**src/rtl/core/assert_macros.svh**
```systemverilog
// assertion helpers used by sorted_timer_queue_core
`ifndef ASSERT_MACROS_SVH
`define ASSERT_MACROS_SVH

// property must hold at every clock edge outside reset
`define STQ_ASSERT(lbl, clk, rst_n, prop, msg) \
  lbl: assert property (@(posedge clk) disable iff (!rst_n) prop) else $error(msg);

// condition must never be seen at a clock edge outside reset
`define STQ_NEVER(lbl, clk, rst_n, cond, msg) \
  lbl: assert property (@(posedge clk) disable iff (!rst_n) !(cond)) else $error(msg);

`endif

```
**src/rtl/core/stq_pkg.sv**
```systemverilog
package stq_pkg;

  // queue sizing
  localparam int QUEUE_DEPTH = 16;
  localparam int MAX_RESULTS = 16;

  // field widths
  localparam int ID_W   = 8;
  localparam int TIME_W = 32;
  localparam int KIND_W = 2;

  // derived widths
  localparam int IDX_W = $clog2(QUEUE_DEPTH);
  localparam int CNT_W = $clog2(QUEUE_DEPTH + 1);
  localparam int CMP_W = $clog2(((QUEUE_DEPTH > MAX_RESULTS) ? QUEUE_DEPTH : MAX_RESULTS) + 1);

  // input function codes
  localparam logic FUNC_ADD  = 1'b0;
  localparam logic FUNC_TICK = 1'b1;

  // result kind codes
  localparam logic [KIND_W-1:0] KIND_ADDED    = 2'd0;
  localparam logic [KIND_W-1:0] KIND_REJECTED = 2'd1;
  localparam logic [KIND_W-1:0] KIND_EXPIRED  = 2'd2;
  localparam logic [KIND_W-1:0] KIND_NONE     = 2'd3;

  // one stored task
  typedef struct packed {
    logic [ID_W-1:0]   task_id;
    logic [TIME_W-1:0] time_ms;
  } entry_t;

  localparam int ENTRY_W = $bits(entry_t);

endpackage

```
**src/rtl/core/stq_ram.sv**
```systemverilog
module stq_ram #(
  parameter int WIDTH = 8,
  parameter int DEPTH = 16
) (
  input  logic                     clk,
  input  logic                     wr_en,
  input  logic [$clog2(DEPTH)-1:0] wr_addr,
  input  logic [WIDTH-1:0]         wr_data,
  input  logic                     rd_en,
  input  logic [$clog2(DEPTH)-1:0] rd_addr,
  output logic [WIDTH-1:0]         rd_data
);

  logic [WIDTH-1:0] mem [DEPTH];
  logic [WIDTH-1:0] rd_data_r;

  // single write port
  always_ff @(posedge clk) begin
    if (wr_en) begin
      mem[wr_addr] <= wr_data;
    end
  end

  // registered read, holds when not enabled
  always_ff @(posedge clk) begin
    if (rd_en) begin
      rd_data_r <= mem[rd_addr];
    end
  end

  assign rd_data = rd_data_r;

endmodule

```
**src/rtl/core/sorted_timer_queue_core.sv**
```systemverilog
// channel  | direction | ports                                    | handshake
// ---------+-----------+------------------------------------------+-------------------------
// input    | in        | in_func, in_task_id, in_time_ms          | in_valid / in_stall
// result   | out       | out_kind, out_expired_id, out_last       | out_valid / out_stall
//
// add: shifts each stored entry with less time than the new task up by one, from the back,
//   then writes the task; no scan when the queue is empty or full; the entry memory has a
//   single read and write port. tick: a subtract pass over every stored entry, then, per
//   expired task, a read of the back entry and its result; a NONE result if none expired
// reset clears the entry count and the control state only; memory contents are left as is
// a stalled result stays in the output register; in_stall is high while an item is at work
`include "assert_macros.svh"

module sorted_timer_queue_core (
  input  logic                         clk,
  input  logic                         rst_n,
  input  logic                         in_valid,
  output logic                         in_stall,
  input  logic                         in_func,
  input  logic [stq_pkg::ID_W-1:0]     in_task_id,
  input  logic [stq_pkg::TIME_W-1:0]   in_time_ms,
  output logic                         out_valid,
  input  logic                         out_stall,
  output logic [stq_pkg::KIND_W-1:0]   out_kind,
  output logic [stq_pkg::ID_W-1:0]     out_expired_id,
  output logic                         out_last
);

  localparam logic [2:0] ST_IDLE      = 3'd0;
  localparam logic [2:0] ST_ADD_SCAN  = 3'd1;
  localparam logic [2:0] ST_ADD_FIN   = 3'd2;
  localparam logic [2:0] ST_TICK_SCAN = 3'd3;
  localparam logic [2:0] ST_POP_RD    = 3'd4;
  localparam logic [2:0] ST_POP_EMIT  = 3'd5;
  localparam logic [2:0] ST_EMIT      = 3'd6;

  localparam int IDX_W = stq_pkg::IDX_W;
  localparam int CNT_W = stq_pkg::CNT_W;
  localparam int CMP_W = stq_pkg::CMP_W;

  logic [2:0]                      state_r, state_nxt;
  logic [CNT_W-1:0]                count_r, count_nxt;
  logic [IDX_W-1:0]                pidx_r, pidx_nxt;
  logic [CNT_W-1:0]                zc_r, zc_nxt;
  logic [CNT_W-1:0]                pops_r, pops_nxt;
  logic [stq_pkg::KIND_W-1:0]      res_kind_r, res_kind_nxt;
  logic [stq_pkg::ID_W-1:0]        item_id_r, item_id_nxt;
  logic [stq_pkg::TIME_W-1:0]      item_t_r, item_t_nxt;

  logic                            out_valid_r;
  logic [stq_pkg::KIND_W-1:0]      out_kind_r;
  logic [stq_pkg::ID_W-1:0]        out_id_r;
  logic                            out_last_r;

  logic                            out_load;
  logic [stq_pkg::KIND_W-1:0]      load_kind;
  logic [stq_pkg::ID_W-1:0]        load_id;
  logic                            load_last;
  logic                            out_free;
  logic                            accept;

  logic                            wr_en;
  logic [IDX_W-1:0]                wr_addr;
  stq_pkg::entry_t                 wr_data;
  logic                            rd_en;
  logic [IDX_W-1:0]                rd_addr;
  stq_pkg::entry_t                 rd_data;

  logic [stq_pkg::TIME_W-1:0]      new_time;
  logic [CNT_W-1:0]                zc_sum;
  logic [CNT_W-1:0]                pops_cap;

  // entry memory
  stq_ram #(
    .WIDTH (stq_pkg::ENTRY_W),
    .DEPTH (stq_pkg::QUEUE_DEPTH)
  ) u_entries (
    .clk     (clk),
    .wr_en   (wr_en),
    .wr_addr (wr_addr),
    .wr_data (wr_data),
    .rd_en   (rd_en),
    .rd_addr (rd_addr),
    .rd_data (rd_data)
  );

  assign in_stall = (state_r != ST_IDLE);
  assign accept   = in_valid && !in_stall;
  assign out_free = !out_valid_r || !out_stall;

  // saturating subtract and expiry count for the tick pass
  assign new_time = (rd_data.time_ms > item_t_r) ? (rd_data.time_ms - item_t_r) : '0;
  assign zc_sum   = zc_r + ((new_time == '0) ? CNT_W'(1) : CNT_W'(0));
  assign pops_cap = (CMP_W'(zc_sum) > CMP_W'(stq_pkg::MAX_RESULTS)) ?
                    CNT_W'(stq_pkg::MAX_RESULTS) : zc_sum;

  // sequencer
  always_comb begin
    state_nxt    = state_r;
    count_nxt    = count_r;
    pidx_nxt     = pidx_r;
    zc_nxt       = zc_r;
    pops_nxt     = pops_r;
    res_kind_nxt = res_kind_r;
    item_id_nxt  = item_id_r;
    item_t_nxt   = item_t_r;
    wr_en        = 1'b0;
    wr_addr      = '0;
    wr_data      = '0;
    rd_en        = 1'b0;
    rd_addr      = '0;
    out_load     = 1'b0;
    load_kind    = stq_pkg::KIND_ADDED;
    load_id      = '0;
    load_last    = 1'b1;
    case (state_r)
      ST_IDLE: begin
        if (accept) begin
          item_id_nxt = in_task_id;
          item_t_nxt  = in_time_ms;
          if (in_func == stq_pkg::FUNC_ADD) begin
            if (count_r == CNT_W'(stq_pkg::QUEUE_DEPTH)) begin
              res_kind_nxt = stq_pkg::KIND_REJECTED;
              state_nxt    = ST_EMIT;
            end else if (count_r == '0) begin
              wr_en           = 1'b1;
              wr_addr         = '0;
              wr_data.task_id = in_task_id;
              wr_data.time_ms = in_time_ms;
              count_nxt       = count_r + CNT_W'(1);
              res_kind_nxt    = stq_pkg::KIND_ADDED;
              state_nxt       = ST_EMIT;
            end else begin
              rd_en     = 1'b1;
              rd_addr   = IDX_W'(count_r - CNT_W'(1));
              pidx_nxt  = IDX_W'(count_r - CNT_W'(1));
              state_nxt = ST_ADD_SCAN;
            end
          end else begin
            zc_nxt = '0;
            if (count_r == '0) begin
              res_kind_nxt = stq_pkg::KIND_NONE;
              state_nxt    = ST_EMIT;
            end else begin
              rd_en     = 1'b1;
              rd_addr   = IDX_W'(count_r - CNT_W'(1));
              pidx_nxt  = IDX_W'(count_r - CNT_W'(1));
              state_nxt = ST_TICK_SCAN;
            end
          end
        end
      end
      // shift entries with less time up by one, from the back
      ST_ADD_SCAN: begin
        wr_en   = 1'b1;
        wr_addr = pidx_r + IDX_W'(1);
        if (rd_data.time_ms < item_t_r) begin
          wr_data = rd_data;
          if (pidx_r == '0) begin
            state_nxt = ST_ADD_FIN;
          end else begin
            rd_en    = 1'b1;
            rd_addr  = pidx_r - IDX_W'(1);
            pidx_nxt = pidx_r - IDX_W'(1);
          end
        end else begin
          wr_data.task_id = item_id_r;
          wr_data.time_ms = item_t_r;
          count_nxt       = count_r + CNT_W'(1);
          res_kind_nxt    = stq_pkg::KIND_ADDED;
          state_nxt       = ST_EMIT;
        end
      end
      // new task goes to the front
      ST_ADD_FIN: begin
        wr_en           = 1'b1;
        wr_addr         = '0;
        wr_data.task_id = item_id_r;
        wr_data.time_ms = item_t_r;
        count_nxt       = count_r + CNT_W'(1);
        res_kind_nxt    = stq_pkg::KIND_ADDED;
        state_nxt       = ST_EMIT;
      end
      // subtract elapsed time from each entry, count the expired ones
      ST_TICK_SCAN: begin
        wr_en           = 1'b1;
        wr_addr         = pidx_r;
        wr_data.task_id = rd_data.task_id;
        wr_data.time_ms = new_time;
        zc_nxt          = zc_sum;
        if (pidx_r == '0) begin
          pops_nxt = pops_cap;
          if (pops_cap == '0) begin
            res_kind_nxt = stq_pkg::KIND_NONE;
            state_nxt    = ST_EMIT;
          end else begin
            state_nxt = ST_POP_RD;
          end
        end else begin
          rd_en    = 1'b1;
          rd_addr  = pidx_r - IDX_W'(1);
          pidx_nxt = pidx_r - IDX_W'(1);
        end
      end
      ST_POP_RD: begin
        rd_en     = 1'b1;
        rd_addr   = IDX_W'(count_r - CNT_W'(1));
        state_nxt = ST_POP_EMIT;
      end
      // report the back entry and drop it
      ST_POP_EMIT: begin
        if (out_free) begin
          out_load  = 1'b1;
          load_kind = stq_pkg::KIND_EXPIRED;
          load_id   = rd_data.task_id;
          load_last = (pops_r == CNT_W'(1));
          count_nxt = count_r - CNT_W'(1);
          pops_nxt  = pops_r - CNT_W'(1);
          state_nxt = (pops_r == CNT_W'(1)) ? ST_IDLE : ST_POP_RD;
        end
      end
      ST_EMIT: begin
        if (out_free) begin
          out_load  = 1'b1;
          load_kind = res_kind_r;
          load_id   = '0;
          load_last = 1'b1;
          state_nxt = ST_IDLE;
        end
      end
      default: begin
        state_nxt = ST_IDLE;
      end
    endcase
  end

  // control registers
  always_ff @(posedge clk) begin
    if (!rst_n) begin
      state_r     <= ST_IDLE;
      count_r     <= '0;
      out_valid_r <= 1'b0;
    end else begin
      state_r <= state_nxt;
      count_r <= count_nxt;
      if (out_load) begin
        out_valid_r <= 1'b1;
      end else if (!out_stall) begin
        out_valid_r <= 1'b0;
      end
    end
  end

  // working and output payload registers
  always_ff @(posedge clk) begin
    pidx_r     <= pidx_nxt;
    zc_r       <= zc_nxt;
    pops_r     <= pops_nxt;
    res_kind_r <= res_kind_nxt;
    item_id_r  <= item_id_nxt;
    item_t_r   <= item_t_nxt;
    if (out_load) begin
      out_kind_r <= load_kind;
      out_id_r   <= load_id;
      out_last_r <= load_last;
    end
  end

  assign out_valid      = out_valid_r;
  assign out_kind       = out_kind_r;
  assign out_expired_id = out_id_r;
  assign out_last       = out_last_r;

  // checks
  `STQ_NEVER(a_count_range, clk, rst_n, count_r > CNT_W'(stq_pkg::QUEUE_DEPTH), "entry count above depth")
  `STQ_ASSERT(a_scan_in_range, clk, rst_n, (state_r == ST_ADD_SCAN || state_r == ST_TICK_SCAN) |-> (CNT_W'(pidx_r) < count_r), "scan index past filled entries")
  `STQ_NEVER(a_pop_empty, clk, rst_n, (state_r == ST_POP_EMIT || state_r == ST_POP_RD) && (count_r == '0 || pops_r == '0), "pop with nothing left")

endmodule
```
**config.mk**
```make
export PLATFORM = sky130hd
export DESIGN_NAME = sorted_timer_queue_core
export DESIGN_NICKNAME = d
export VERILOG_FILES = /design/src/rtl/core/stq_pkg.sv /design/src/rtl/core/stq_ram.sv /design/src/rtl/core/sorted_timer_queue_core.sv
export VERILOG_INCLUDE_DIRS = /design/src /design/src/rtl/core
export SDC_FILE = /design/constraint.sdc
export NUM_CORES = 1
export LEC_CHECK = 0
export BUFFER_PORTS_ARGS = -buffer_cell sky130_fd_sc_hd__buf_4
export CAP_MARGIN = 20
export CORE_ASPECT_RATIO = 0.9
export CORE_MARGIN = 1
export CORE_UTILIZATION = 45
export DETAILED_ROUTE_END_ITERATION = 8
export HOLD_SLACK_MARGIN = 0.15
export PLACE_DENSITY_LB_ADDON = 0.3
export SYNTH_ARGS = -nofsm -noshare
export SYNTH_HDL_FRONTEND = slang
export SYNTH_SLANG_ARGS = --single-unit
```
**constraint.sdc**
```tcl
create_clock -name clk -period 7.34 [get_ports clk]
set_input_delay 1.101 -clock clk [delete_from_list [all_inputs] [get_ports clk]]
set_output_delay 1.101 -clock clk [all_outputs]
set_load 0.01 [all_outputs]
```
==> results.sh, run 1 <==
export IMPL_status="finished, final reports clean"
export IMPL_die_w_um=282
export IMPL_slowest_stage="or4_1"
export IMPL_fmax_ghz=0.168
export IMPL_synth_edf_count=747
export IMPL_cp_end_kind="flop"
export IMPL_clock_latency_ns=0.62
export IMPL_viasPerCell=6.05
export IMPL_dp_hpwl_mm=49.1
export IMPL_syn_inst=2101
export IMPL_cts_setup_buffers=0
export IMPL_cts_root_buf="clkbuf_16"
export IMPL_period_needed_ns=5.95
export IMPL_start_kind="flop"
export IMPL_ys_ff_latch=756
export IMPL_grt_util_all_layers_pct=24.0
export IMPL_cp_data_arrival_time_ns=6.21
export IMPL_clkTransAtPathRegs_ns=0.07
export IMPL_ant_nets=0
export IMPL_nets=2277
export IMPL_met1_usage_pct=35.3
export IMPL_setup_violations=0
export IMPL_tightestPinTransition_ns=1.13
export IMPL_core_area_um2=70000
export IMPL_antenna_found_initial=0
export IMPL_drive_gt1_share_pct=12.7
export IMPL_crit_buf_inv=0
export IMPL_finalHoldViolCount=0
export IMPL_wl_per_cell_um=26.8
export IMPL_maxCapViolCount=0
export IMPL_ys_async_sr_fraction_pct=0
export IMPL_dr_pass1_iters=7
export IMPL_ir_drop_uv=473
export IMPL_yosys_warnings=0
export IMPL_synthFlopType="edfxtp_1"
export IMPL_grt_first_pass_wirelength_mm=124
export IMPL_grt_setup_unrepaired="no"
export IMPL_cts_htree_levels=3
export IMPL_hold_path_class="flop to flop"
export IMPL_crit_type="flop to flop"
export IMPL_drt_initial_drc_count=2364
export IMPL_fp_dieH_um=254
export IMPL_portBuffers=57
export IMPL_holdBufCountCts=0
export IMPL_cp_cell_sequence="ha_1 > fa_1 > nand2b_1 > a211o_1 > and2_4 > nor3_2 > a2111oi_4 > xnor2_1 > or4_1 > or4_1 > o41a_1 > nor2_1 > ha_1 > ha_1 > nand3_1 > xor2_1 > and3b_1 > a21oi_1 > nor4_1"
export IMPL_slew_headroom_pct=24.4
export IMPL_cts_repair_resized=0
export IMPL_via_count=19298
export IMPL_synth_cell_types=72
export IMPL_ios=58
export IMPL_use_met3_pct=4.81
export IMPL_final_cell_mix="edfxtp_1 (747), mux2i_1 (275), nand2_1 (156)"
export IMPL_n_antenna_cell=0
export IMPL_maxSlewViolCount=0
export IMPL_rows=92
export IMPL_clockBufferDepth=3
export IMPL_tritoncts="built"
export IMPL_area_delta_synth_final_pct=13.4
export IMPL_cts_made_buffers=76
export IMPL_dieArea_um2=71900
export IMPL_path_delay_family="simple AND/OR/NAND/NOR gates"
export IMPL_busiest_layer="met2"
export IMPL_start_util_pct=45.5
export IMPL_cp_common_cell="ha_1"
export IMPL_nFillCells=5801
export IMPL_grt_max_degree=42
export IMPL_cp_max_fo=7
export IMPL_syn_avg_cell_area_um2=15.2
export IMPL_grt_ovfl_total=0
export IMPL_finalNonFillerCells=3188
export IMPL_met2_usage_pct=36.3
export IMPL_skew_ns=0.0224
export IMPL_worstPathRequired_ns=7.60
export IMPL_dp_cells=3049
export IMPL_max_stage_delay_ns=0.55
export IMPL_grt_pass1_vias=18635
export IMPL_powerDensity_nw_per_um2=463
export IMPL_ys_seq_area_share_pct=71.0
export IMPL_place_gp_congestion=0.936
export IMPL_syn_area_um2=31900
export IMPL_cts_sinks=756
export IMPL_period_share_pct=81.0
export IMPL_final_common_cell="edfxtp_1"
export IMPL_drc_errors=0
export IMPL_wirelength_mm=85.5
export IMPL_p_leak_uw=0.0135
export IMPL_setup_tns_ns=0
export IMPL_syn_nets=2188
Yosys cell counts, drive strengths merged, types with 17 or more instances:
cell type    n  area, um^2
xnor2       29         254
inv         56         210
o21ai       39         195
buf         53         285
nand3       36         180
nor2        73         274
mux2        17         191
or4         29         218
and2        17         109
ha          41         513
mux2i      275        2750
nand2      156         586
a222oi      35         350
a21oi       88         448
clkbuf      56         210
nor3        30         155
o22ai      115         719
edfxtp     747       22400
metal layers:
layer	wire [um]	vias to the layer above
met5	0	-
met4	1850	0
met3	7520	120
met2	38600	892
met1	37600	9826
li1	-	8460
power by group:
part | switching (uW) | leakage, uW | total, uW | internal, uW
clock network | 1600 | 0.00115 | 3750 | 2150
registers | 199 | 0.00698 | 6290 | 6090
logic | 4380 | 0.00539 | 6670 | 2300
logic make-up (layout without fill, tap and decap cells):
group,Yosys count,after routing,share of synthesized area (%)
xor+xnor,37,37,1.02
simple gates,406,406,6.13
flops,756,756,71.0
compound gates,403,403,8.74
fa+ha+maj,42,42,1.67
buf+inv,165,312,2.22
mux,292,292,9.24
path summary, 6_finish.rpt:
path                         to     startpoint  slack [ns]  depth (start not counted)
setup / recovery  res_kind_r[1]    item_t_r[0]        1.39                         19
hold / removal      out_kind[0]  res_kind_r[0]        0.55                          2
setup reg to reg  res_kind_r[1]    item_t_r[0]        1.39                         19
hold reg to reg     out_kind[0]  res_kind_r[0]        0.55                          2
registers in the layout, indices dropped and copies added, names as in the netlist:
signal,cells
zc_r,5
res_kind_r,2
out_kind,2
pidx_r,4
u_entries.mem,640
item_id_r,8
item_t_r,32
out_last,1
out_expired_id,8
state_r,3
u_entries.rd_data,40
count_r,5
out_valid,1
pops_r,5
final cells by class:
class	instances	area, um^2	share of cell area, %
sequential	756	22600	62.6
multi-input combinational	1180	8740	24.2
clock buffer	98	2050	5.67
tap	940	1180	3.26
timing repair buffer	120	1010	2.81
clock inverter	38	332	0.918
inverter	56	210	0.582
metrics by stage:
stage	utilization, %	hold slack, ns	total power, uW	setup slack (ns)	cell area, um^2
finish	51.6	0.554	16700	1.39	36100
global route	51.6	0.581	17400	1.00	36100
CTS	51.6	0.559	16700	1.42	36100
detailed placement	48.2	0.534	13000	1.44	33700
global placement	48.1	0.506	12800	1.60	33700
floorplan	-	0.485	10700	1.95	31900
worst min-delay path, cell delays in order, from the launching register on:
cell and delay (ns):
edfxtp_1 0.34, nand2_1 0.05, nor2_1 0.07
No activity file was read; power rests on OpenSTA's default activity.
==> run 2, diff against run 1 <==
==> constraint.sdc (replaced) <==
create_clock -name clk -period 5.2 [get_ports clk]
set_input_delay 0.78 -clock clk [delete_from_list [all_inputs] [get_ports clk]]
set_output_delay 0.78 -clock clk [all_outputs]
set_load 0.01 [all_outputs]
==> results.sh, run 2 (same netlist as run 1, synthesis figures left out) <==
export IMPL_slew_headroom_pct=21.3
export IMPL_grt_setup_unrepaired="no"
export IMPL_wl_per_cell_um=26.6
export IMPL_cp_common_cell="ha_4"
export IMPL_pre_cts_slack_ns=-0.183
export IMPL_fmax_ghz=0.199
export IMPL_skew_ns=0.0240
export IMPL_area_delta_synth_final_pct=15.8
export IMPL_holdBufCountCts=0
export IMPL_max_stage_delay_ns=0.52
export IMPL_grt_first_pass_wirelength_mm=126
export IMPL_r2r_end="res_kind_r[0]"
export IMPL_placed_area_um2=34300
export IMPL_wirelength_mm=86.6
export IMPL_period_share_pct=96.6
export IMPL_drc_errors=0
export IMPL_rrSetupSlack_ns=0.18
export IMPL_power_switching_uw=8980
export IMPL_dieArea_um2=71900
export IMPL_ant_nets=0
export IMPL_fp_dieH_um=254
export IMPL_top_register="u_entries.mem"
export IMPL_power_uw=24400
export IMPL_clkTransAtPathRegs_ns=0.06
export IMPL_dp_hpwl_mm=50.8
export IMPL_n_antenna_cell=0
export IMPL_ios=58
export IMPL_rows=92
export IMPL_cp_cell_sequence="ha_4 > fa_2 > nand2b_4 > a211o_4 > a21oi_4 > o211a_1 > nor2_1 > xnor2_1 > or4_1 > or4_1 > o41a_1 > nor2_1 > buf_4 > ha_4 > ha_4 > nand3_2 > xor2_1 > and3b_1 > a21oi_1 > nor4_1 > buf_4"
export IMPL_cts_sinks=756
export IMPL_place_gp_congestion=0.964
export IMPL_final_cell_mix="edfxtp_1 (747), mux2i_1 (275), buf_4 (167)"
export IMPL_grt_max_degree=52
export IMPL_core_area_um2=70000
export IMPL_drive_gt1_share_pct=16.0
export IMPL_cp_depth=21
export IMPL_crit_buf_inv=2
export IMPL_status="finished, final reports clean"
export IMPL_final_common_cell="edfxtp_1"
export IMPL_die_w_um=282
export IMPL_hold_path_class="primary input to flop"
export IMPL_largest_reg_flops=640
export IMPL_switching_share_pct=36.8
export IMPL_cts_made_buffers=78
export IMPL_tritoncts="built"
export IMPL_maxCapViolCount=0
export IMPL_grt_util_all_layers_pct=24.3
export IMPL_worstSetupStartpoint="item_t_r[0]"
export IMPL_cp_max_fo=3
export IMPL_finalHoldViolCount=0
export IMPL_seqPwrFrac_pct=36.4
export IMPL_cts_root_buf="clkbuf_16"
export IMPL_portBuffers=57
export IMPL_path_delay_family="simple AND/OR/NAND/NOR gates"
export IMPL_p_int_uw=15400
export IMPL_cts_htree_levels=3
export IMPL_final_cell_area_um2=36900
export IMPL_p_leak_uw=0.0139
export IMPL_clkPwrFrac_pct=22.1
export IMPL_worstPathRequired_ns=5.54
export IMPL_start_util_pct=45.5
export IMPL_period_needed_ns=5.02
export IMPL_viasPerCell=6.00
export IMPL_clockBufferDepth=3
export IMPL_timing_final_ws_setup_ns=0.176
export IMPL_start_kind="flop"
export IMPL_powerDensity_nw_per_um2=663
export IMPL_ir_drop_uv=536
export IMPL_dr_pass1_iters=8
export IMPL_setup_violations=0
export IMPL_antenna_found_initial=1
export IMPL_reg2reg_from="item_t_r[0]"
export IMPL_crit_path_end="res_kind_r[0]"
export IMPL_tightestPinTransition_ns=1.18
export IMPL_drt_initial_drc_count=2546
export IMPL_grt_ovfl_total=0
export IMPL_slowest_stage="or4_1"
export IMPL_nets=2343
export IMPL_crit_type="flop to flop"
export IMPL_via_count=19502
export IMPL_pwr_share_comb_pct=41.5
export IMPL_maxSlewViolCount=0
export IMPL_clock_latency_ns=0.63
export IMPL_grt_pass1_vias=18757
export IMPL_cp_data_arrival_time_ns=5.36
export IMPL_cp_end_kind="flop"
export IMPL_worstRegToRegCells=21
run 2: final cells by class:
class / instances / area (um^2)
Fill cell: 5751 / 33100
Sequential cell: 756 / 22600
Multi-Input combinational cell: 1180 / 8850
Clock buffer: 87 / 1990
Timing Repair Buffer: 184 / 1590
Tap cell: 940 / 1180
Clock inverter: 50 / 443
Inverter: 56 / 210
run 2: how the worst min path moves through the flow:
stage,slack (ns),cells after the start,to,startpoint
floorplan,0.48,2,count_r[1],count_r[1]
global placement,0.51,2,count_r[1],count_r[1]
detailed placement,0.53,2,count_r[1],count_r[1]
CTS,0.31,1,item_id_r[2],in_task_id[2]
global route,0.32,1,item_id_r[2],in_task_id[2]
finish,0.34,1,item_id_r[2],in_task_id[2]
run 2: timing repair:
item,CTS,global route
pin swaps,10,16
setup endpoints to repair,3,3
setup buffers,1,4
gates resized for setup,10,11
run 2: per-stage QoR:
step	setup TNS [ns]	utilization (%)	std cells	hold WS (ns)
after floorplan	0	-	2101	0.485
after global placement	-0.446	49.0	3109	0.506
after detailed placement	-0.477	49.0	3109	0.528
after CTS	0	52.5	3247	0.309
after global routing	0	52.7	3253	0.315
final	0	52.7	3253	0.337
run 2: power groups by stage:
stage / clock, uW / combinational, uW / sequential [uW]
6_report: 5400 / 10100 / 8900
2_1_floorplan: 0 / 6170 / 8920
4_1_cts: 5470 / 9980 / 8890
3_5_place_dp: 0 / 9840 / 9010
5_1_grt: 5670 / 10800 / 8960
3_3_place_gp: 0 / 9730 / 8980
run 2: metal layers:
layer  vias to the layer above  part of all wire [%]  track usage, %
li1                       8584                     -               -
met1                      9946                    44            35.8
met2                       857                    46            37.6
met3                       115                   7.9            3.60
met4                         0                   2.3            6.78
met5                         -                     0               0
